$ cat config.mk
export PLATFORM = sky130hd
export DESIGN_NAME = lzwvwd_ctrl
export DESIGN_NICKNAME = d
export VERILOG_FILES = /design/src/rtl/lzwvwd_pkg.sv /design/src/rtl/lzwvwd_ctrl.sv
export SDC_FILE = /design/constraint.sdc
export NUM_CORES = 1
export LEC_CHECK = 0
export ABC_AREA = 0
export BUFFER_PORTS_ARGS = -buffer_cell sky130_fd_sc_hd__buf_2
export CELL_PAD_IN_SITES_DETAIL_PLACEMENT = 0
export CELL_PAD_IN_SITES_GLOBAL_PLACEMENT = 1
export CORE_MARGIN = 1
export CORE_UTILIZATION = 29
export DETAILED_ROUTE_END_ITERATION = 10
export PLACE_DENSITY = 0.84
export REMOVE_ABC_BUFFERS = 1
export SLEW_MARGIN = 10
export SYNTH_ARGS = -nofsm -noshare
export SYNTH_HDL_FRONTEND = slang
export SYNTH_SLANG_ARGS = --single-unit
$ cat constraint.sdc
create_clock -name clock -period 4.3 [get_ports clock]
set_clock_uncertainty 0.1 [all_clocks]
set_input_delay 0.215 -clock clock [delete_from_list [all_inputs] [get_ports clock]]
set_output_delay 0.215 -clock clock [all_outputs]
set_load 0.01 [all_outputs]
$ cat src/rtl/lzwvwd_pkg.sv
package lzwvwd_pkg;

   // fixed code layout
   localparam int MinCodeBits = 9;
   localparam int ClearCode   = 1 << (MinCodeBits - 1);
   localparam int EndCode     = ClearCode + 1;
   localparam int FirstSlot   = ClearCode + 2;

   // parameter defaults
   localparam int DefMaxCodeBits = 12;
   localparam int DefOutBurst    = 64;

   // request word modes
   typedef enum logic [1:0] {
      MODE_BYTE    = 2'd0,
      MODE_CONT    = 2'd1,
      MODE_RESTART = 2'd2,
      MODE_NONE    = 2'd3
   } mode_type;

   // what a freshly unpacked code does
   typedef enum logic [1:0] {
      KIND_SKIP   = 2'd0,
      KIND_SINGLE = 2'd1,
      KIND_WALK   = 2'd2
   } kind_type;

   typedef enum logic [3:0] {
      S_IDLE,
      S_CODE,
      S_WALK_RD,
      S_WALK_WR,
      S_FINISH,
      S_START,
      S_RD,
      S_LOAD,
      S_SEND
   } state_type;

   typedef struct packed {
      logic restart;
      logic take_byte;
      logic do_code;
      logic walk_rd;
      logic walk_step;
      logic finish;
      logic drain_start;
      logic buf_rd;
      logic load_rsp;
   } cmd_type;

   typedef struct packed {
      logic     code_ready;
      logic     pending;
      logic     ended;
      kind_type kind;
      logic     walk_more;
      logic     last;
   } status_type;

endpackage

$ cat src/rtl/lzwvwd_ctrl.sv
module lzwvwd_ctrl
   import lzwvwd_pkg::*;
(
   input  logic       clock,
   input  logic       reset,
   input  logic       req_valid,
   input  logic [1:0] req_mode,
   input  status_type status,
   output logic       req_stall,
   output logic       rsp_valid,
   input  logic       rsp_stall,
   output cmd_type    cmd
);

   state_type state_ff, state_in;
   mode_type  mode;

   assign mode      = mode_type'(req_mode);
   assign req_stall = (state_ff != S_IDLE);
   assign rsp_valid = (state_ff == S_SEND);

   // state register
   always_ff @(posedge clock) begin
      if (reset) begin
         state_ff <= S_IDLE;
      end else begin
         state_ff <= state_in;
      end
   end

   // next state and commands
   always_comb begin
      state_in = state_ff;
      cmd      = '0;
      case (state_ff)
         S_IDLE: begin
            if (req_valid) begin
               case (mode)
                  MODE_RESTART: cmd.restart = 1'b1;
                  MODE_CONT: begin
                     if (status.pending) state_in = S_START;
                  end
                  MODE_BYTE: begin
                     if (!status.ended && !status.pending) begin
                        cmd.take_byte = 1'b1;
                        if (status.code_ready) state_in = S_CODE;
                     end
                  end
                  default: ;
               endcase
            end
         end
         S_CODE: begin
            cmd.do_code = 1'b1;
            case (status.kind)
               KIND_SINGLE: state_in = S_START;
               KIND_WALK:   state_in = S_WALK_RD;
               default:     state_in = S_IDLE;
            endcase
         end
         S_WALK_RD: begin
            if (status.walk_more) begin
               cmd.walk_rd = 1'b1;
               state_in    = S_WALK_WR;
            end else begin
               state_in = S_FINISH;
            end
         end
         S_WALK_WR: begin
            cmd.walk_step = 1'b1;
            state_in      = S_WALK_RD;
         end
         S_FINISH: begin
            cmd.finish = 1'b1;
            state_in   = S_START;
         end
         S_START: begin
            cmd.drain_start = 1'b1;
            state_in        = S_RD;
         end
         S_RD: begin
            cmd.buf_rd = 1'b1;
            state_in   = S_LOAD;
         end
         S_LOAD: begin
            cmd.load_rsp = 1'b1;
            state_in     = S_SEND;
         end
         S_SEND: begin
            if (!rsp_stall) begin
               state_in = status.last ? S_IDLE : S_RD;
            end
         end
         default: state_in = S_IDLE;
      endcase
   end

endmodule

After elaboration in Yosys (flattened, before gate mapping)
Cells that the tools add are included.

cells by class
  eq/ne operators = 18
  reductions and logical operators = 7
  mux-type cells = 23

operators by type and width
  cell                                            number
  one-hot mux 4 bit (9 select lines)              1
  2-to-1 mux 4 bit                                5
  == test 4 x 3 -> 1 bit (second input constant)  4
  2-to-1 mux 1 bit                                11
  != test 3 bit (second input constant)           3
  == test 4 x 2 -> 1 bit (second input constant)  2
  one-hot mux 4 bit (2 select lines)              1
  2-to-1 mux 3 bit                                2
  one-hot mux 3 bit (2 select lines)              1
  AND reduction 6 bit                             1
  == test 2 x 1 -> 1 bit (second input constant)  2
  == test 2 bit (second input constant)           2
  == test 4 x 1 -> 1 bit (second input constant)  1
  == test 4 bit (second input constant)           1
  logical NOT 4 bit                               1
  2-to-1 mux 2 bit                                2
  != test 2 bit (second input constant)           2
  nonzero test 4 bit                              1
  != test 3 x 1 -> 1 bit (second input constant)  1
  logical NOT 1 bit                               2
  logical NOT 2 bit                               1
  logical AND 1 bit                               1

word-level totals
  output and inout bits = 11
  logic and storage cells = 49
  bits in registers = 4
  input bits = 13

Longest topological paths before layout
Gate-level depths: netlist of run 1.

  word-level depth = 6
  gate-level depth with buffers = 5
  depth with buffers taken out = 4

Worst setup path after synthesis of run 1
OpenSTA, ideal clock, no wires.

  path type = flip-flop to output port
  start = register state_ff[3]
  end = output port cmd[7] (netlist name)
  arrival = 1500 ps
  slack = 2485 ps
  stages on the path, launching flop included = 6
  path buffers = 1
  data required time = 3985 ps
  cell sequence = dfxtp_1 > buf_1 > nor2_1 > nand2_1 > or3_1 > nor4_1

RTL lines
  item                    RTL line           RTL
  start, declared         lzwvwd_ctrl.sv:15  state_type state_ff, state_in;
  start signal, assigned  lzwvwd_ctrl.sv:27  state_ff <= state_in;
  end, declared           lzwvwd_ctrl.sv:12  output cmd_type cmd

==> results of run 1 <==
[critical path, delay by kind of cell (launching register included)]
family	cells	cell delay (ns)
flops	1	0.43
buf+inv	1	0.17
simple gates	4	0.80
[stage by stage]
| stage | hold slack [ns] | worst slack (ns) |
|---|---|---|
| after floorplan | 0.187 | 2.59 |
| after global placement | 0.292 | 2.56 |
| after detailed placement | 0.295 | 2.54 |
| after CTS | 0.0453 | 2.35 |
| after global routing | 0.0511 | 2.18 |
| final | 0.0554 | 2.36 |
[logic make-up after synthesis]
group	Yosys count
compound gates	12
buf+inv	7
flops	4
simple gates	33
[layout make-up]
cell class	instances	area, sq um
fill	153	761
inverter	3	11.3
timing repair buffer	23	115
clock buffer	3	22.5
sequential	4	80.1
tap	15	18.8
multi-input combinational	45	309
[power by group through the flow]
stage                     clock network [W]  registers [W]   logic, W
after global routing              0.0000523      0.0000507  0.0000552
after global placement                    0      0.0000505  0.0000477
after detailed placement                  0      0.0000502  0.0000482
final                             0.0000463      0.0000495  0.0000480
after CTS                         0.0000496      0.0000496  0.0000484
after floorplan                           0      0.0000477  0.0000313
[cell usage after synthesis (all sizes together)]
master    n
or3       2
nand2     5
buf       1
and2      2
and3b     2
nor2b     3
a21oi     3
o21a      1
a211o     1
o31ai     1
o21ai     1
o311ai    1
nor4      1
nand3b    1
a31oi     2
nor2     10
or4b      2
a2111oi   2
clkbuf    3
inv       3
dfxtp     4
nor3      2
and3      3
[worst max path at each step]
stage	startpoint	to	slack (ns)	cells after the start
after CTS	state_ff[3]	cmd[7]	2.35	5
after global placement	req_mode[0]	state_ff[0]	2.56	5
final	state_ff[3]	cmd[7]	2.36	5
after floorplan	state_ff[3]	cmd[7]	2.59	4
after detailed placement	req_mode[0]	state_ff[0]	2.54	5
after global routing	state_ff[3]	cmd[7]	2.18	5
[layer usage]
metal | routed length [um] | share of wire, % | track usage, %
met5 | 0 | 0 | 0
met4 | 0 | 0 | 2.59
met3 | 58 | 5.9 | 6.82
met2 | 470 | 48 | 23.0
met1 | 453 | 46 | 16.7
==> metrics, run 1 <==
status=complete, no violations; Slew @ Worst Pin=0.466 ns; Post-Synth Simple-Gate Area=44.3%; # Post-CTS Setup Buffers=0; All-Layer GR Usage=14.2%; Die Ht=39.8 um; Max-cap violations=0; final wirelength=981 um; xor/xnor share of the synthesized area=0%; Worst EP required=around 4.0 ns; r2r worst-path depth=4; HPWL Detailed=795 um; Post-DP Area=534 sq um; Die Wd=39.8 um; PwrDens=258 mW/mm^2; Die Area=roughly 0.0016 sq mm; Seq cells post-synth=4; Comb pwr share=33.4%; Synth warnings=0; # resized after CTS=0; fin. max-slew vios=0; Ports=24; # rows=13; crit path capture type=output pin; Mapped Avg Cell Area=7.42 sq um; final hold viol count=0; port bufs=23; Post-DRT Antenna Nets=0; Clock power frac=32.2%; Reg with most FFs=state_ff; post-layout util=42.3%; # placed instances=90; Max Root-Sink Buffers=2; Synth Instances=56; Fmax achieved=516 MHz; CTS Root Cell=clkbuf_4; Sequential Power Share=34.4%; Finished Layout Cells=93; Final Cycle Share=45.1%; Synth area leader=dfxtp_1; gr ovfl total=0; Max VDD drop=115 uV; largest registers=state_ff x4; Cell variety after synth=24; crit path cell chain=nor2_1, nand2_1, or3_1, nor4_1, buf_2; H-Tree Level Count=1; most frequent cells in the layout=23 x buf_2, 10 x nor2_1, 5 x nand2_1; layout cell share with drive strength beyond 1=38.5%; first-pass GRT wire length=1.50 mm; CP max FO=12; largest family of logic cells by synthesized area=simple AND/OR/NAND/NOR gates; Net Sw Frac=34.4%; CTS tree=done; TritonRoute pass-1 iters=4; number of flip-flops in the largest register=4; R2R Path End=state_ff[2]; crit path time final=about 1.9 ns; FF-to-FF setup slack=2.65 ns; Compound-Gate Fraction of Synth Area=30.1%; Pint=0.0000943 W; vias in the first global route=roughly 400; Power Total=0.000144 W; top cell type's share of synthesized area=19.3%; clk sink count=4; P&R area growth vs syn=34.0%; Slew headroom=68.9%; Via Count=approximately 480; largest net degree at the start of global routing=15; Slowest-stage cell, CP=dfxtp_1; Hold Startpoint=reset; clk_lat worst skew=0.23 ns; vias per cell=5.13; mux contribution to synthesized area=0%; reg2reg start=state_ff[0]; RSZ-0062 raised after global routing=false; Worst Hold Path EP=state_ff[3]; most common cell after layout, fill and taps aside=buf_2; Final GP Congestion=0.727; DR iter-0 viols=6; antenna cells=0; TNS Setup=0 ns; area of the mapped netlist=415 sq um; Worst Hold Depth=2; Clk pin slew, worst setup/hold paths=0.04 ns; Final setup viols=0; drt drc=0; Crit Path Class=flip-flop to output pin; DR WL/cell=10.5 um; Hold Path Class=input port to flip-flop; Initial Util=a little under a third; # nets final=93; crit start category=flip-flop; Switch Pwr=roughly 0.000049 W; Hold-fix buffers, CTS=0; WP data arrival=about 1.6 ns; Worst path max stage delay=0.43 ns; CTS Buf Count=3; static leakage=about 0.28 nW; finished layout cell area=557 sq um; post-synthesis adder-cell area fraction=0%; Seq/Total Area, Yosys=19.3%; initial antenna violation count=0; total core area=0.00132 sq mm; Area contributors post-synth=dfxtp_1 19%, a2111oi_4 13%, nor2_1 9.0%, and3_1 4.5%, nand2_1 4.5%
Power figures use the tool's default switching activity.
==> run 2: changes to the inputs <==
--- a/config.mk
+++ b/config.mk
@@ -5,14 +5,14 @@
 export SDC_FILE = /design/constraint.sdc
 export NUM_CORES = 1
 export LEC_CHECK = 0
-export ABC_AREA = 0
+export ABC_AREA = 1
 export BUFFER_PORTS_ARGS = -buffer_cell sky130_fd_sc_hd__buf_2
 export CELL_PAD_IN_SITES_DETAIL_PLACEMENT = 0
 export CELL_PAD_IN_SITES_GLOBAL_PLACEMENT = 1
 export CORE_MARGIN = 1
-export CORE_UTILIZATION = 29
+export CORE_UTILIZATION = 25
 export DETAILED_ROUTE_END_ITERATION = 10
-export PLACE_DENSITY = 0.84
+export PLACE_DENSITY = 0.8
 export REMOVE_ABC_BUFFERS = 1
 export SLEW_MARGIN = 10
 export SYNTH_ARGS = -nofsm -noshare
==> constraint.sdc (replaced) <==
create_clock -name clock -period 1.8 [get_ports clock]
set_clock_uncertainty 0.1 [all_clocks]
set_input_delay 0.09 -clock clock [delete_from_list [all_inputs] [get_ports clock]]
set_output_delay 0.09 -clock clock [all_outputs]
set_load 0.01 [all_outputs]
==> run 2 against run 1 <==
- power increased to 3.0 times the previous value
- flip-flop and latch count unchanged
- core utilization decreased by 4.2 points
- die area increased by 13%
- critical path depth increased by 1
- clock power increased to 2.5 times the previous value
- routed wire length increased by 8.7%
- global-route usage decreased by 1.4 points
- via count increased by 6.3%
- non-clock buffer count increased by 1
- cell area increased by 2.9%
- largest power group is now combinational logic
==> metrics, run 2 <==
finished layout cell area=between 500 and 600 sq um; Synth Instances=74; Die Ht=42.3 um; Switch Pwr=0.000179 W; Via Count=between 500 and 600; most common cell after layout, fill and taps aside=buf_2; R2R Path End=state_ff[0]; Synth warnings=0; layout cell share with drive strength beyond 1=37.6%; Max-cap violations=0; number of synthesized flops with an enable pin=0; Hold Startpoint=rsp_stall; Cell variety after synth=16; Fmax achieved=648 MHz; Slew headroom=85.9%; Net Sw Frac=41.8%; status=complete, no violations; Hold Path Class=input port to flip-flop; P&R area growth vs syn=41.4%; CTS Root Cell=clkbuf_4; most frequent cells in the layout=23 x buf_2, 19 x nand2_1, 16 x inv_1; CTS tree=done; GR Layer Usage met2=21.8%; static leakage=0.387 nW; Buf+Inv Stages, Crit Path=2; crit path time final=1.54 ns; Crit Path Class=flip-flop to output pin; Max Root-Sink Buffers=2; Area contributors post-synth=dfxtp_1 20%, nand2_1 18%, inv_1 15%, nor2_1 12%, nand3_1 7.4%; worst hold slack=roughly 0.088 ns; Max VDD drop=324 uV; async set or reset register ratio after synthesis=0%; number of flip-flops in the largest register=4; initial antenna violation count=0; Seq cells post-synth=4; Seq/Total Area, Yosys=about a fifth; H-Tree Level Count=1; Post-DRT Antenna Nets=0; Final GP Congestion=0.724; Final Cycle Share=85.8%; GR Util met3=2.59%; clk_lat worst skew=about 0.24 ns; largest net degree at the start of global routing=8; final wirelength=1.07 mm; CP max FO=5; Worst EP required=1.61 ns; Comb pwr share=between 40 and 50%; WP data arrival=1.35 ns; Worst path max stage delay=between 0.3 and 0.4 ns; Synth Flop Type=dfxtp_1; largest registers=state_ff x4; gr ovfl total=0; drt drc=0; Final setup viols=0; # Post-CTS Setup Buffers=0; Synth area leader=dfxtp_1; area occupied by multi-input gates=between 200 and 300 sq um; Die Area=approximately 0.0018 sq mm; # nets final=116; fin. max-slew vios=0; TritonRoute pass-1 iters=4; # rows=14; Die Wd=~42 um; Post-DP Area=541 sq um; Pint=0.000249 W; Clk pin slew, worst setup/hold paths=around 0.040 ns; final hold viol count=0; Clock power frac=27.4%; vias in the first global route=approximately 420; post-layout util=a little under two fifths; crit path capture type=output pin; Worst Hold Path EP=state_ff[3]; total core area=0.00151 sq mm; grt met1 use=14.4%; most instantiated library cell after synthesis=nand2_1; HPWL Detailed=853 um; antenna cells=0; FF-to-FF setup slack=0.54 ns; Sequential Power Share=between 20% and 30%; Mapped Avg Cell Area=5.48 sq um; All-Layer GR Usage=12.8%; DR WL/cell=9.11 um; PwrDens=746 mW/mm^2; GRT Max-Usage Layer=met2; crit start category=flip-flop; Slew @ Worst Pin=0.211 ns; Initial Util=26.9%; Fillers=181; reg2reg start=state_ff[0]; CTS Buf Count=3; crit path cell chain=nor2_2, nand2_2, inv_2, nand2_1, nor4_2, buf_2; port bufs=23; RSZ-0062 raised after global routing=false; Worst Hold Depth=5; FF+latch area=80.1 sq um; Reg with most FFs=state_ff; clk sink count=4; TNS Setup=0 ns; # placed instances=113; first-pass GRT wire length=1.72 mm; top cell type's share of synthesized area=19.8%; Slowest-stage cell, CP=dfxtp_1; area of the mapped netlist=405 sq um; delay-heaviest family, CP=simple AND/OR/NAND/NOR gates; Finished Layout Cells=117; most frequent cells after synthesis=19 x nand2_1, 16 x inv_1, 13 x nor2_1; r2r worst-path depth=6; vias per cell=between 4 and 5; Ports=24; DR iter-0 viols=6
[run 2: changes by cell type after synthesis, moves of 3 or more]
| cell | previous run | this run |
|---|---|---|
| inv_1 | 3 | 16 |
| nand3_1 | 0 | 6 |
| nor2_1 | 10 | 13 |
| nor2b_1 | 3 | 0 |
| clkbuf_1 | 3 | 0 |
| and3_1 | 3 | 0 |
| nor2_2 | 0 | 4 |
| nand2_1 | 5 | 19 |
[run 2: power by group through the flow]
stage	Sequential (W)	Combinational [W]	Clock, W
after floorplan	0.000113	0.000136	0
after global placement	0.000114	0.000195	0
after detailed placement	0.000115	0.000196	0
after CTS	0.000113	0.000199	0.000119
after global routing	0.000114	0.000226	0.000130
final	0.000113	0.000197	0.000117
[run 2: layer usage]
metal	wire (um)	part of all wire, %
met4	25	2.3
met1	476	45
met5	0	0
met3	58	5.4
met2	506	47
[run 2: area by class of cell]
class                           instances  area share, %
Multi-Input combinational cell         52           45.0
Sequential cell                         4           14.0
Tap cell                               16           3.49
Inverter                               18           11.8
Clock buffer                            3           3.93
Timing Repair Buffer                   24           21.8
[run 2: what timing repair did]
action | 4_1_cts | 5_1_grt
endpoints found under the setup margin | 0 | 0
hold buffers | 1 | 0
hold endpoints to repair | 4 | 0
gates resized for setup | 0 | 0
[run 2: worst register-to-register path: cells and delay by family (launching register included)]
kind	cells	cell delay (ns)
and+or+nand+nor	5	0.64
DFF	1	0.35
AOI/OAI and AO/OA	1	0.07
[run 2: logic make-up after synthesis]
| family | count (synthesis) | share of synthesized area (%) |
|---|---|---|
| AOI/OAI and AO/OA | 3 | 4.63 |
| DFF | 4 | 19.8 |
| buffers and inverters | 18 | 16.7 |
| and+or+nand+nor | 49 | 59.0 |
[run 2: metrics by stage]
| step | setup WS, ns | power [W] |
|---|---|---|
| after global routing | 0.147 | 0.000470 |
| after detailed placement | 0.503 | 0.000310 |
| final | 0.256 | 0.000427 |
| after floorplan | 0.595 | 0.000249 |
| after CTS | 0.236 | 0.000431 |
| after global placement | 0.537 | 0.000309 |
[run 2: worst max path at each step]
stage / start / end / slack [ns] / depth (start not counted)
floorplan: state_ff[0] / cmd[7] / 0.59 / 5
global placement: state_ff[0] / state_ff[0] / 0.54 / 6
detailed placement: state_ff[0] / cmd[7] / 0.50 / 6
CTS: state_ff[0] / cmd[7] / 0.24 / 6
global route: state_ff[0] / cmd[7] / 0.15 / 6
finish: state_ff[0] / cmd[7] / 0.26 / 6
==> run 3: changes to the inputs <==
--- a/config.mk
+++ b/config.mk
@@ -5,14 +5,14 @@
 export SDC_FILE = /design/constraint.sdc
 export NUM_CORES = 1
 export LEC_CHECK = 0
-export ABC_AREA = 1
 export BUFFER_PORTS_ARGS = -buffer_cell sky130_fd_sc_hd__buf_2
 export CELL_PAD_IN_SITES_DETAIL_PLACEMENT = 0
 export CELL_PAD_IN_SITES_GLOBAL_PLACEMENT = 1
 export CORE_MARGIN = 1
-export CORE_UTILIZATION = 25
+export CORE_UTILIZATION = 27
 export DETAILED_ROUTE_END_ITERATION = 10
-export PLACE_DENSITY = 0.8
+export MAX_ROUTING_LAYER = met4
+export PLACE_DENSITY = 0.79
 export REMOVE_ABC_BUFFERS = 1
 export SLEW_MARGIN = 10
 export SYNTH_ARGS = -nofsm -noshare
==> run 3 against run 2 <==
- register-to-register slack got worse by 0.17 ns
- non-clock buffer count increased by 4
- hold slack got worse by 0.0054 ns
- routed wire length increased by 4.0%
- sequential share of layout area increased by 0.12 points
- flip-flop and latch count unchanged
- combinational power decreased by 26%
- first-iteration DRC count increased to 2.8 times the previous value
- via count increased by 0.20%
- power decreased by 13%
- largest power group unchanged
- core utilization increased by 8.8 points
==> metrics, run 3 (synthesis results as in run 1) <==
DR WL/cell=between 10 and 15 um; worst hold slack=0.0828 ns; Via Count=roughly 510; Reg with most FFs=state_ff; crit path cell chain=nor2_4, nand2_1, or3_4, nor4_4, buf_2; final hold viol count=0; Finished Layout Cells=98; H-Tree Level Count=1; crit path time final=1.71 ns; Hold Path Class=input port to flip-flop; static leakage=about 0.32 nW; clk_lat worst skew=roughly 0.24 ns; crit start category=flip-flop; CTS Buf Count=3; largest registers=state_ff x4; PwrDens=583 mW/mm^2; Slew headroom=approximately 74%; initial antenna violation count=0; Max VDD drop=245 uV; TritonRoute pass-1 iters=4; pre-CTS WS=0.179 ns; delay-heaviest family, CP=simple AND/OR/NAND/NOR gates; Crit Path Class=flip-flop to output pin; All-Layer GR Usage=15.8%; most frequent cells in the layout=23 x buf_2, 8 x nor2_1, 5 x nand2_1; vias per cell=5.18; most common cell after layout, fill and taps aside=buf_2; final wirelength=approximately 1.1 mm; Worst path max stage delay=0.37 ns; HPWL Detailed=809 um; Slew @ Worst Pin=0.384 ns; vias in the first global route=~400; Max-cap violations=0; Clk pin slew, worst setup/hold paths=roughly 0.04 ns; Final setup viols=0; status=complete, no violations; setup ws final=0.0870 ns; Die Wd=41.2 um; layout cell share with drive strength beyond 1=49.4%; Buf+Inv Stages, Crit Path=1; Worst EP required=1.61 ns; P&R area growth vs syn=53.9%; Die Ht=around 41 um; port bufs=23; first-pass GRT wire length=1.72 mm; Post-DRT Antenna Nets=0; CP max FO=10; Max Root-Sink Buffers=2; # nets final=98; Power Total=~0.00037 W; drt drc=0; antenna cells=0; number of flip-flops in the largest register=4; CTS Root Cell=clkbuf_4; Final Cycle Share=95.2%; Die Area=0.00170 sq mm; gr ovfl total=0; Ports=24; Fillers=around 150; Fmax achieved=approximately 580 MHz; clk sink count=4; CTS tree=done; largest net degree at the start of global routing=15; # placed instances=92; WP data arrival=1.52 ns; # rows=13; fin. max-slew vios=0; Final GP Congestion=0.690; crit path capture type=output pin; Initial Util=between 30% and 40%; DR iter-0 viols=17; Slowest-stage cell, CP=dfxtp_4; total core area=0.00137 sq mm
## run 3: cell types whose count changed in the layout (fill, tap and decap cells not counted), sizes merged, moves of 3 or more
cell,change
inv,-15
nand2,-15
nand3,-8
nor2,-8
and3,+3
buf,+3
nor2b,+3
## run 3: timing repair
item	in CTS	in global routing
pin swaps	0	2
gates resized for setup	2	10
endpoints found under the hold margin	1	0
cloned	0	0
hold buffers	2	0
endpoints found under the setup margin	1	1
buffers inserted	0	1
## run 3: cell type report
type	instances	area, sq um	area share (%)
sequential	4	90.1	14.1
multi-input combinational	45	339	53.0
timing repair buffer	28	158	24.7
clock buffer	3	22.5	3.52
tap	15	18.8	2.94
inverter	3	11.3	1.76
## run 3: final timing paths
path                                  start     endpoint  slack [ns]  depth (start not counted)
worst max-delay path            state_ff[2]       cmd[7]        0.09                          5
worst min-delay path              status[2]  state_ff[0]        0.08                          3
worst max register to register  state_ff[1]  state_ff[2]        0.37                          4
worst min register to register  state_ff[3]  state_ff[0]        0.41                          1
## run 3: stage by stage
step                      cell area, sq um  TNS [ns]  util [%]
after floorplan                        400         0         -
after global placement                 549         0      40.2
final                                  639         0      46.8
after CTS                              596         0      43.6
after detailed placement               549         0      40.2
after global routing                   639  -0.00147      46.8
## run 3: worst register-to-register path, delay by kind of cell, from the launching register on
kind	cells	cell delay [ns]
and+or+nand+nor	2	0.59
AOI/OAI and AO/OA	2	0.28
DFF	1	0.38
## run 3: power breakdown
| group | switching [W] | total [W] | internal (W) |
|---|---|---|---|
| clock | 0.0000378 | 0.000112 | 0.0000746 |
| combinational | 0.0000742 | 0.000146 | 0.0000714 |
| sequential | 0.0000177 | 0.000115 | 0.0000969 |
| total | 0.000130 | 0.000372 | 0.000243 |
## run 3: routing by layer
metal	global-route usage [%]	vias to the layer above	wire length, um
li1	-	257	-
met1	20.8	228	500
met2	22.7	21	530
met3	4.89	2	60
met4	4.84	0	17
met5	-	-	0
